**src/rtl/core/apm_pkg.sv**
```systemverilog
`timescale 1ns / 1ps
// ----------------------------------------------------------------------------
// apm_pkg
// Shared constants, types and register map of the peak-to-peak level meter.
// ----------------------------------------------------------------------------
package apm_pkg;

    localparam int SAMPLE_BITS  = 12;
    localparam int MAX_WINDOW   = 1024;
    localparam int LEN_BITS     = 11;
    localparam int FILL_BITS    = 11;
    localparam int OUT_BITS     = 12;
    localparam int SUM_BITS     = 44;
    localparam int COUNT_BITS   = 32;
    localparam int DIV_STEPS    = SUM_BITS;
    localparam int DIV_CNT_BITS = $clog2(DIV_STEPS);
    localparam int APB_ADDR_BITS = 4;
    localparam int APB_DATA_BITS = 32;
    localparam int REG_IDX_BITS  = 2;

    // Register indexes, byte address is 4 * index
    localparam logic [REG_IDX_BITS-1:0] REG_WINDOW_LENGTH   = 2'd0;
    localparam logic [REG_IDX_BITS-1:0] REG_NOISE_FLOOR     = 2'd1;
    localparam logic [REG_IDX_BITS-1:0] REG_LEVEL_THRESHOLD = 2'd2;

    localparam logic [LEN_BITS-1:0]    WINDOW_LENGTH_RST = 11'd64;
    localparam logic [SAMPLE_BITS-1:0] SAMPLE_MAX        = {SAMPLE_BITS{1'b1}};

    localparam logic MODE_SAMPLE = 1'b0;
    localparam logic MODE_CLEAR  = 1'b1;

    typedef enum logic [2:0] {
        S_IDLE,
        S_CHECK,
        S_LOAD,
        S_DIV,
        S_EMIT
    } t_state;

    typedef struct packed {
        logic busy;
        logic done;
    } t_div_status;

    typedef struct packed {
        logic sample;
        logic clear;
        logic finish;
        logic div_start;
        logic out_load;
    } t_ctrl;

endpackage

```
**src/rtl/core/apm_window.sv**
```systemverilog
`timescale 1ns / 1ps
// ----------------------------------------------------------------------------
// apm_window
// Min/max tracker over one measurement window and noise-corrected span.
// ----------------------------------------------------------------------------
module apm_window (
    input  logic                          i_clk,
    input  logic                          i_rst_n,
    input  logic                          i_sample_en,
    input  logic [apm_pkg::SAMPLE_BITS-1:0] i_sample,
    input  logic                          i_restart,
    input  logic [apm_pkg::LEN_BITS-1:0]  i_window_length,
    input  logic [apm_pkg::SAMPLE_BITS-1:0] i_noise_floor,
    output logic                          o_full,
    output logic [apm_pkg::OUT_BITS-1:0]  o_level
);
    import apm_pkg::*;

    logic [SAMPLE_BITS-1:0] r_min;
    logic [SAMPLE_BITS-1:0] r_max;
    logic [FILL_BITS-1:0]   r_fill;
    logic                   r_full;
    logic [FILL_BITS-1:0]   n_fill;
    logic [LEN_BITS-1:0]    eff_len;
    logic [SAMPLE_BITS-1:0] span;

    // Length zero acts as one, anything above the maximum is clipped
    always_comb begin
        if (i_window_length == '0) begin
            eff_len = LEN_BITS'(1);
        end else if (i_window_length > LEN_BITS'(MAX_WINDOW)) begin
            eff_len = LEN_BITS'(MAX_WINDOW);
        end else begin
            eff_len = i_window_length;
        end
    end

    assign n_fill = r_fill + FILL_BITS'(1);

    always_ff @(posedge i_clk) begin
        if (!i_rst_n) begin
            r_min  <= SAMPLE_MAX;
            r_max  <= '0;
            r_fill <= '0;
            r_full <= 1'b0;
        end else if (i_restart) begin
            r_min  <= SAMPLE_MAX;
            r_max  <= '0;
            r_fill <= '0;
            r_full <= 1'b0;
        end else if (i_sample_en) begin
            if (i_sample < r_min) begin
                r_min <= i_sample;
            end
            if (i_sample > r_max) begin
                r_max <= i_sample;
            end
            r_fill <= n_fill;
            r_full <= (n_fill >= eff_len);
        end
    end

    always_comb begin
        span    = (r_max >= r_min) ? (r_max - r_min) : '0;
        o_level = (span > i_noise_floor) ? (span - i_noise_floor) : '0;
    end

    assign o_full = r_full;

endmodule

```
**src/rtl/core/apm_div.sv**
```systemverilog
`timescale 1ns / 1ps
// ----------------------------------------------------------------------------
// apm_div
// Restoring divider, one quotient bit per cycle; keeps the low result bits.
// ----------------------------------------------------------------------------
module apm_div (
    input  logic                           i_clk,
    input  logic                           i_rst_n,
    input  logic                           i_start,
    input  logic [apm_pkg::SUM_BITS-1:0]   i_dividend,
    input  logic [apm_pkg::COUNT_BITS-1:0] i_divisor,
    output apm_pkg::t_div_status           o_status,
    output logic [apm_pkg::OUT_BITS-1:0]   o_quotient
);
    import apm_pkg::*;

    logic                    r_busy;
    logic                    r_done;
    logic [DIV_CNT_BITS-1:0] r_cnt;
    logic [SUM_BITS-1:0]     r_dvd;
    logic [COUNT_BITS-1:0]   r_dvs;
    logic [COUNT_BITS-1:0]   r_rem;
    logic [OUT_BITS-1:0]     r_quo;
    logic [COUNT_BITS:0]     trial;
    logic [COUNT_BITS:0]     diff;
    logic                    ge;

    always_comb begin
        trial = {r_rem, r_dvd[SUM_BITS-1]};
        diff  = trial - {1'b0, r_dvs};
        ge    = (trial >= {1'b0, r_dvs});
    end

    always_ff @(posedge i_clk) begin
        if (!i_rst_n) begin
            r_busy <= 1'b0;
            r_done <= 1'b0;
            r_cnt  <= '0;
        end else begin
            r_done <= 1'b0;
            if (i_start) begin
                r_busy <= 1'b1;
                r_cnt  <= '0;
            end else if (r_busy) begin
                r_cnt <= r_cnt + DIV_CNT_BITS'(1);
                if (r_cnt == DIV_CNT_BITS'(DIV_STEPS - 1)) begin
                    r_busy <= 1'b0;
                    r_done <= 1'b1;
                end
            end
        end
    end

    always_ff @(posedge i_clk) begin
        if (i_start) begin
            r_dvd <= i_dividend;
            r_dvs <= i_divisor;
            r_rem <= '0;
        end else if (r_busy) begin
            // remainder stays below the divisor, so its top bit drops out
            r_rem <= ge ? diff[COUNT_BITS-1:0] : trial[COUNT_BITS-1:0];
            r_dvd <= {r_dvd[SUM_BITS-2:0], 1'b0};
            r_quo <= {r_quo[OUT_BITS-2:0], ge};
        end
    end

    assign o_status.busy = r_busy;
    assign o_status.done = r_done;
    assign o_quotient    = r_quo;

endmodule

```
**src/rtl/core/audio_peak_to_peak_level_meter_core.sv**
```systemverilog
`timescale 1ns / 1ps
// ----------------------------------------------------------------------------
// audio_peak_to_peak_level_meter_core
// Windowed peak-to-peak level meter with held peak and running mean.
// ----------------------------------------------------------------------------
// Input channel (i_in_valid / o_in_stall) carries a mode bit and a 12-bit
// ADC sample. Mode clear zeroes peak, sum and count in the accept cycle and
// gives no result. A sample that does not end its window goes idle after the check.
// A sample that ends the window produces one output transaction
// (o_out_valid / i_out_stall) with level, held peak, mean and loudness flag.
// That item passes through the level and accumulator update, the divider
// start, the mean, which runs through one shared subtract-and-compare unit
// one quotient bit per cycle and then signals done, and the load of the
// output register. One item is in flight at a time; o_in_stall is high
// while it is worked on. The output register holds its payload while
// i_out_stall is high; a new result waits in the last step until the
// register is free.
// Reset (i_rst_n, synchronous, active low) restores register defaults,
// empties the window, clears peak, sum and count and drops any result.
// Configuration is an APB-style port, registers at byte addresses 0, 4, 8.
// ----------------------------------------------------------------------------
module audio_peak_to_peak_level_meter_core (
    input  logic                              i_clk,
    input  logic                              i_rst_n,
    input  logic                              i_in_valid,
    output logic                              o_in_stall,
    input  logic                              i_mode,
    input  logic [apm_pkg::SAMPLE_BITS-1:0]   i_sample,
    output logic                              o_out_valid,
    input  logic                              i_out_stall,
    output logic [apm_pkg::OUT_BITS-1:0]      o_level,
    output logic [apm_pkg::OUT_BITS-1:0]      o_peak,
    output logic [apm_pkg::OUT_BITS-1:0]      o_average,
    output logic                              o_above_threshold,
    input  logic                              psel,
    input  logic                              penable,
    input  logic                              pwrite,
    input  logic [apm_pkg::APB_ADDR_BITS-1:0] paddr,
    input  logic [apm_pkg::APB_DATA_BITS-1:0] pwdata,
    output logic [apm_pkg::APB_DATA_BITS-1:0] prdata,
    output logic                              pready
);
    import apm_pkg::*;

    t_state                 r_state;
    t_state                 n_state;
    t_ctrl                  ctrl;
    t_div_status            div_stat;

    logic [LEN_BITS-1:0]    r_window_length;
    logic [SAMPLE_BITS-1:0] r_noise_floor;
    logic [SAMPLE_BITS-1:0] r_level_threshold;

    logic [OUT_BITS-1:0]    r_peak;
    logic [SUM_BITS-1:0]    r_sum;
    logic [COUNT_BITS-1:0]  r_count;
    logic [OUT_BITS-1:0]    r_level;

    logic                   r_out_valid;
    logic [OUT_BITS-1:0]    r_out_level;
    logic [OUT_BITS-1:0]    r_out_peak;
    logic [OUT_BITS-1:0]    r_out_average;
    logic                   r_out_above;

    logic                   in_accept;
    logic                   out_free;
    logic                   cfg_write;
    logic [REG_IDX_BITS-1:0] reg_idx;
    logic                   win_full;
    logic [OUT_BITS-1:0]    win_level;
    logic [OUT_BITS-1:0]    quotient;

    assign in_accept = i_in_valid && !o_in_stall;
    assign out_free  = !r_out_valid || !i_out_stall;
    assign o_in_stall = (r_state != S_IDLE);

    // ---------------- configuration port ----------------
    assign pready    = 1'b1;
    assign reg_idx   = paddr[APB_ADDR_BITS-1:2];
    assign cfg_write = psel && penable && pwrite && pready;

    always_ff @(posedge i_clk) begin
        if (!i_rst_n) begin
            r_window_length   <= WINDOW_LENGTH_RST;
            r_noise_floor     <= '0;
            r_level_threshold <= '0;
        end else if (cfg_write) begin
            case (reg_idx)
                REG_WINDOW_LENGTH:   r_window_length   <= pwdata[LEN_BITS-1:0];
                REG_NOISE_FLOOR:     r_noise_floor     <= pwdata[SAMPLE_BITS-1:0];
                REG_LEVEL_THRESHOLD: r_level_threshold <= pwdata[SAMPLE_BITS-1:0];
                default: ;
            endcase
        end
    end

    always_comb begin
        case (reg_idx)
            REG_WINDOW_LENGTH:   prdata = APB_DATA_BITS'(r_window_length);
            REG_NOISE_FLOOR:     prdata = APB_DATA_BITS'(r_noise_floor);
            REG_LEVEL_THRESHOLD: prdata = APB_DATA_BITS'(r_level_threshold);
            default:             prdata = '0;
        endcase
    end

    // ---------------- sequencer ----------------
    always_comb begin
        n_state = r_state;
        case (r_state)
            S_IDLE: begin
                if (in_accept && (i_mode == MODE_SAMPLE)) begin
                    n_state = S_CHECK;
                end
            end
            S_CHECK: begin
                n_state = win_full ? S_LOAD : S_IDLE;
            end
            S_LOAD: begin
                n_state = S_DIV;
            end
            S_DIV: begin
                if (div_stat.done) begin
                    n_state = S_EMIT;
                end
            end
            S_EMIT: begin
                if (out_free) begin
                    n_state = S_IDLE;
                end
            end
            default: n_state = S_IDLE;
        endcase
    end

    always_comb begin
        ctrl = '0;
        case (r_state)
            S_IDLE: begin
                ctrl.sample = in_accept && (i_mode == MODE_SAMPLE);
                ctrl.clear  = in_accept && (i_mode == MODE_CLEAR);
            end
            S_CHECK: begin
                ctrl.finish = win_full;
            end
            S_LOAD: begin
                ctrl.div_start = 1'b1;
            end
            S_EMIT: begin
                ctrl.out_load = out_free;
            end
            default: ctrl = '0;
        endcase
    end

    always_ff @(posedge i_clk) begin
        if (!i_rst_n) begin
            r_state <= S_IDLE;
        end else begin
            r_state <= n_state;
        end
    end

    // ---------------- window tracker and divider ----------------
    apm_window u_window (
        .i_clk           (i_clk),
        .i_rst_n         (i_rst_n),
        .i_sample_en     (ctrl.sample),
        .i_sample        (i_sample),
        .i_restart       (ctrl.finish),
        .i_window_length (r_window_length),
        .i_noise_floor   (r_noise_floor),
        .o_full          (win_full),
        .o_level         (win_level)
    );

    apm_div u_div (
        .i_clk      (i_clk),
        .i_rst_n    (i_rst_n),
        .i_start    (ctrl.div_start),
        .i_dividend (r_sum),
        .i_divisor  (r_count),
        .o_status   (div_stat),
        .o_quotient (quotient)
    );

    // ---------------- peak and running accumulators ----------------
    always_ff @(posedge i_clk) begin
        if (!i_rst_n) begin
            r_peak  <= '0;
            r_sum   <= '0;
            r_count <= '0;
        end else if (ctrl.clear) begin
            r_peak  <= '0;
            r_sum   <= '0;
            r_count <= '0;
        end else if (ctrl.finish) begin
            if (win_level > r_peak) begin
                r_peak <= win_level;
            end
            // freeze sum and count once the count saturates
            if (r_count != {COUNT_BITS{1'b1}}) begin
                r_sum   <= r_sum + SUM_BITS'(win_level);
                r_count <= r_count + COUNT_BITS'(1);
            end
        end
    end

    always_ff @(posedge i_clk) begin
        if (ctrl.finish) begin
            r_level <= win_level;
        end
    end

    // ---------------- output register ----------------
    always_ff @(posedge i_clk) begin
        if (!i_rst_n) begin
            r_out_valid <= 1'b0;
        end else if (ctrl.out_load) begin
            r_out_valid <= 1'b1;
        end else if (!i_out_stall) begin
            r_out_valid <= 1'b0;
        end
    end

    always_ff @(posedge i_clk) begin
        if (ctrl.out_load) begin
            r_out_level   <= r_level;
            r_out_peak    <= r_peak;
            r_out_average <= quotient;
            r_out_above   <= (r_level > r_level_threshold);
        end
    end

    assign o_out_valid       = r_out_valid;
    assign o_level           = r_out_level;
    assign o_peak            = r_out_peak;
    assign o_average         = r_out_average;
    assign o_above_threshold = r_out_above;

    // ---------------- assertions ----------------
    a_valid_from_emit : assert property (@(posedge i_clk) disable iff (!i_rst_n)
        $rose(o_out_valid) |-> $past(r_state == S_EMIT))
        else $error("result raised outside the emit step");

    a_div_done_in_div : assert property (@(posedge i_clk) disable iff (!i_rst_n)
        (div_stat.busy || div_stat.done) |-> (r_state == S_DIV))
        else $error("divider active outside the divide step");

    a_count_nonzero : assert property (@(posedge i_clk) disable iff (!i_rst_n)
        (r_state == S_LOAD) |-> (r_count != '0))
        else $error("mean started with an empty window count");

    a_peak_holds_level : assert property (@(posedge i_clk) disable iff (!i_rst_n)
        ctrl.out_load |-> (r_peak >= r_level))
        else $error("held peak below the current level");

endmodule

```
**config.mk**
```make
export PLATFORM = sky130hd
export DESIGN_NAME = audio_peak_to_peak_level_meter_core
export DESIGN_NICKNAME = d
export VERILOG_FILES = /design/src/rtl/core/apm_pkg.sv /design/src/rtl/core/apm_window.sv /design/src/rtl/core/apm_div.sv /design/src/rtl/core/audio_peak_to_peak_level_meter_core.sv
export SDC_FILE = /design/constraint.sdc
export NUM_CORES = 1
export LEC_CHECK = 0
export BUFFER_PORTS_ARGS = -buffer_cell sky130_fd_sc_hd__buf_2
export CELL_PAD_IN_SITES_DETAIL_PLACEMENT = 1
export CELL_PAD_IN_SITES_GLOBAL_PLACEMENT = 2
export CORE_MARGIN = 3
export CORE_UTILIZATION = 38
export DETAILED_ROUTE_END_ITERATION = 8
export PLACE_DENSITY_LB_ADDON = 0.08
export SYNTH_ARGS = -nofsm -noshare
export SYNTH_HDL_FRONTEND = slang
export SYNTH_SLANG_ARGS = --single-unit
```
**constraint.sdc**
```tcl
create_clock -name i_clk -period 8.4 [get_ports i_clk]
set_input_delay 1.68 -clock i_clk [delete_from_list [all_inputs] [get_ports i_clk]]
set_output_delay 1.68 -clock i_clk [all_outputs]
set_load 0.005 [all_outputs]
```
# Word-level counts from Yosys, hierarchy flattened
# Cells that the tools add are included.
# totals
ff_bits,340
latchBits,0
ram_bits,0
mem_bits_ro,0
input_bits,56
output_inout_bits,72
wordCells,106
mem_count,0
# op_classes
add_sub_neg,7
mul,0
div,0
order_cmp,9
n_eq_ne,12
shift,0
n_mux,23
bitwise,4
reduce_logical,27
# ops
cell,n
$mux W44,2
$gt A12 B12 Y1,4
$add A44 B12 Y44,1
$pmux W12 S3,1
$ge A33 B32 Y1,1
$add A32 B1 Y32 const B,1
$mux W32,1
$ne A32 B32 Y1 const B,1
$sub A32 B32 Y32,1
$mux W12,2
$sub A12 B12 Y12,2
$mux W11,2
$reduce_and A2 Y1,8
$pmux W3 S5,1
$ge A12 B12 Y1,1
$lt A12 B12 Y1,1
$add A11 B1 Y11 const B,1
$ge A11 B11 Y1,1
$gt A11 B11 Y1 const B,1
$logic_not A11 Y1,1
$mux W1,9
$mux W3,3
$add A6 B1 Y6 const B,1
$eq A3 B2 Y1 const B,2
other kinds (19),33

# Logic depth before layout (Yosys ltp)
# depth
word_depth,6
mapped_depth,36
depth_no_buf,34

# By module
# A second synthesis with hierarchy kept.
# unflattened
hier_cells,2031
hier_area_um2,19198.4
# by_module_without_submodules
module,n_inst,cells_each,area_per_inst_um2,seq_area_each_um2
audio_peak_to_peak_level_meter_core,1,928,8725.9,4013.8
apm_div,1,631,6795.3,3443.3
apm_window,1,472,3677.3,720.7

# Least setup slack after synthesis
# OpenSTA, ideal clock, no wires.
# synth_path
kind,reg-to-reg
from,register u_window.r_max[0]
to,register r_sum[21]
setup_time_ns,0.128
t_arrival_ns,6.582
required_ns,8.272
slack_ns,1.690
stages_incl_launch_ff,35
n_path_buf,2
synth_period_minus_slack_ns,6.710
cell_sequence,dfxtp_1 inv_1 ha_1 fa_1 nor2b_1 o21ai_0 a21oi_1 nor3_1 o21bai_1 a21oi_1 o21ai_0 a21oi_1 or2_2 ha_1 fa_1 nor2b_1 o21ai_0 a21oi_1 o21ai_0 a31oi_1 a41oi_1 a211o_1 clkbuf_1 nor2_1 ha_1 a21o_1 a21o_1 a21o_1 o31a_1 a2111oi_0 or3_1 buf_2 nor4_1 xnor2_1 nor2_1
# synth_via
elab_chain_len,5
elab_cells_between_ends,7
cone_classes,add/sub: 3; order compare: 2; mux: 2
# synth_rtl
item,line_no,text
start: declaration,apm_window.sv:20,logic [SAMPLE_BITS-1:0] r_max;
start signal: assignment,apm_window.sv:56,r_max <= i_sample;
$sub A12 B12 Y12 or $ge A12 B12 Y1 (tied branches),apm_window.sv:64,span = (r_max >= r_min) ? (r_max - r_min) : '0;
$mux W12 *,apm_window.sv:64,
$sub A12 B12 Y12 or $gt A12 B12 Y1 (tied branches),apm_window.sv:65,o_level = (span > i_noise_floor) ? (span - i_noise_floor) : '0;
$mux W12 *,apm_window.sv:65,
via u_window.o_level (one bit),apm_window.sv:15,output logic [apm_pkg::OUT_BITS-1:0] o_level
$add A44 B12 Y44 *,audio_peak_to_peak_level_meter_core.sv:202,r_sum <= r_sum + SUM_BITS'(win_level);
end signal: assignment,audio_peak_to_peak_level_meter_core.sv:202,
end: declaration,audio_peak_to_peak_level_meter_core.sv:55,logic [SUM_BITS-1:0] r_sum;
# The timed path passes the listed nets; every way through them passes the cells marked *.
# A chain may end at the register's enable or synchronous reset.

# Worst setup path after layout
# Same ends and word-level chain as after synthesis.

==> flow_summary_export.csv <==
group,metric,value,unit
run_status,status,"finished, final reports clean",
yosys,synthFlopType,"dfxtp_1",
floorplan,die_w,225,um
yosys,yosys_warnings,0,
route,vias,14206,
sta,fmax,133,MHz
worst_setup_path,slowest_delay,0.51,ns
route,first_pass_iters,4,
sta,slew_viol_final,0,
worst_setup_path,regToRegSetupSlack,0.89,ns
grt,grt_pass1_wl,80500,um
yosys,synth_top_area_share,22.6,%
worst_setup_path,cp_slowest_cell,"a211o_1",
cts,cts_tree,"yes",
cells_and_area,final_cell_mix,"nand2_1 (327), dfxtp_1 (203), nor2_1 (179)",
cts,cts_root_buf,"clkbuf_16",
sta,skew,0.0162,ns
floorplan,rows,79,
worst_setup_path,crit_type,"reg2reg",
grt,gr-usage-all-layers,19.8,%
floorplan,die_area,0.0505,sq mm
worst_setup_path,end_kind,"flip-flop",
sta,rsz0062_at_grt,"no",
route,post_drt_wl_per_cell,18.2,um
sta,period_share,89.4,%
cells_and_area,num-nets-final,2270,
hold_path,worstHoldEndpoint,"o_average[11]",
cts,numCtsBuffers,42,
floorplan,fp.dieH,225,um
worst_setup_path,critPathBufInv,1,
run,maxCapViolCount,0,
yosys,synth_area_leaders,"edfxtp_1 (23%), dfxtp_1 (22%), ha_1 (8.9%)",
yosys,yosys.area.top_type,"edfxtp_1",
cells_and_area,drive_gt1_share,9.41,%
cts,cts_sinks,340,
worst_setup_path,cp_data_arrival_time,7.91,ns
worst_setup_path,critPathRequiredTime,8.81,ns
place,io_buffers,84,
grt,antenna_found_initial,0,
cells_and_area,register_area,0.00818,sq mm
route,drtIter0Drc,632,
worst_setup_path,r2r_start,"u_window.r_max[0]",
cts,htreeDepth,2,
grt,grt-ovfl-total,0,
hold_path,hold_path.class,"reg2reg",
cells_and_area,area_growth,13.5,%
cts,path_clk_slew,0.06,ns
yosys,synth.distinct_cells,74,
route,drt_wl_total,49600,um
floorplan,start_util,38.8,%
worst_setup_path,worstPathMaxFanout,19,
yosys,syn-mean-instance-area,9.07,sq um
cells_and_area,filler_cell_count,5429,
yosys,synthArstFlopShare,0,%
cells_and_area,antennaDiodeCount,0,
sta,finalCriticalPeriod,7.51,ns
place,post_dp_cell_area,0.0192,sq mm
worst_setup_path,cp_top_family,"compound AO/OA/AOI/OAI gates",
worst_setup_path,reg2regPathDepth,31,
yosys,synth-seq-cells,340,
worst_setup_path,reg2reg_to,"r_sum[21]",
place,placedCellCount,2643,
floorplan,top_level_ports,128,
route,routed_via_density,5.22,
cts,cts_hold_buffers,0,
yosys,seq_area_frac_synth,45.0,%
cells_and_area,fin_area,0.0206,sq mm
power_and_ir_drop,power.density,234,mW/mm^2
yosys,syn_area,0.0182,sq mm
sta,worst_pin_slew,1.05,ns
place,routabilityCongestion,0.810,
grt,grt_start_max_net_pins,88,
hold_path,hold_depth,0,
power_and_ir_drop,peakVddDrop,0.000142,V
cts,clock_path_buffers,3,
grt,first_global_vias,14625,
cts,clk_latency,0.57,ns
cells_and_area,final_common_cell,"nand2_1",
route,drc_errors,0,
cells_and_area,multi_input_area,0.00920,sq mm
sta,slew_headroom,30.1,%
worst_setup_path,worstSetupStartpointType,"flip-flop",
sta,tns,0,ns
route,ant_nets,0,
hold_path,hp-start,"u_div.o_quotient[11]",
yosys,synthCells,2004,
sta,setup_viol,0,
floorplan,coreArea,0.0469,sq mm
yosys,synth_edf_count,137,
cells_and_area,final_cells,2721,
sta,hold_viol_final,0,
power_and_ir_drop,p_leak,8.46,nW
place,place_hpwl,35900,um
-- cell families (layout without fill, tap and decap cells) --
group	Yosys count	count (layout)	synth area share (%)
buffers and inverters	221	312	5.08
AND/OR/NAND/NOR	755	755	18.7
AO/OA/AOI/OAI	364	364	12.2
multiplexers	65	65	3.59
other	2	21	0.0413
XOR/XNOR	123	123	5.93
flip-flops	340	340	45.0
adder cells (fa/ha/maj)	134	134	9.39
-- power by group --
part | leakage [nW] | total [mW] | internal, mW | switching (mW)
Combinational | 4.90 | 1.11 | 0.449 | 0.658
Sequential | 2.88 | 1.88 | 1.81 | 0.0755
Clock | 0.686 | 1.84 | 1.11 | 0.725
-- how the worst max path moves through the flow --
stage,startpoint,to,cells after the start
detailed placement,u_window.r_max[0],r_sum[21],31
global placement,u_window.r_max[0],r_sum[35],31
global route,u_window.r_max[0],r_sum[36],34
floorplan,u_window.r_max[0],r_sum[21],34
CTS,u_window.r_max[0],r_sum[21],31
finish,u_window.r_max[0],r_sum[21],31
-- cells in the mapped netlist (all sizes together), types with 11 or more instances --
cell type,number
nand3,61
inv,125
clkbuf,61
mux2i,63
dfxtp,203
a21oi,134
xnor2,59
a31oi,12
nor3,29
ha,130
nor2b,19
buf,33
o21a,11
or3,26
nor2,179
xor2,64
edfxtp,137
nand2b,13
nand4,43
nand2,328
o21ai,88
and3,17
a21o,49
-- repair_timing --
item,4_1_cts,5_1_grt
setup buffers,0,0
resized for setup,0,2
endpoints found under the setup margin,0,15
-- flip-flops by register name, summed over array words and instances, names as in the netlist, 6 cells and up --
register           count
r_sum                 44
u_div.r_cnt            6
o_level               12
u_div.r_rem           32
r_level               12
u_window.r_max        12
u_window.r_fill       11
u_window.r_min        12
r_noise_floor         12
u_div.r_dvs           32
o_average             12
r_window_length       11
r_peak                12
r_count               32
r_level_threshold     12
u_div.r_dvd           44
o_peak                12
u_div.o_quotient      12
-- layout make-up --
cell class | instances | share of cell area (%)
Clock buffer | 63 | 6.02
Clock inverter | 15 | 0.837
Inverter | 127 | 2.31
Multi-Input combinational cell | 1462 | 44.6
Sequential cell | 340 | 39.7
Tap cell | 607 | 3.68
Timing Repair Buffer | 107 | 2.88
-- routing by layer --
layer / global-route usage (%) / part of all wire [%] / up-vias
met3: 3.11 / 3.3 / 66
li1: - / - / 7063
met5: 0 / 0 / -
met2: 31.2 / 44 / 166
met4: 4.92 / 2.1 / 0
met1: 28.6 / 50 / 6911
-- metrics by stage --
stage          power, mW  hold WS (ns)  utilization, %  setup slack, ns
2_1_floorplan       2.74         0.400               -             1.69
5_1_grt             5.12         0.446            44.0            0.116
4_1_cts             4.90         0.437            44.0            0.477
3_5_place_dp        3.02         0.424            41.0            0.500
6_report            4.83         0.430            44.0            0.893
3_3_place_gp        3.00         0.417            41.0            0.624
Power figures use the tool's default switching activity.
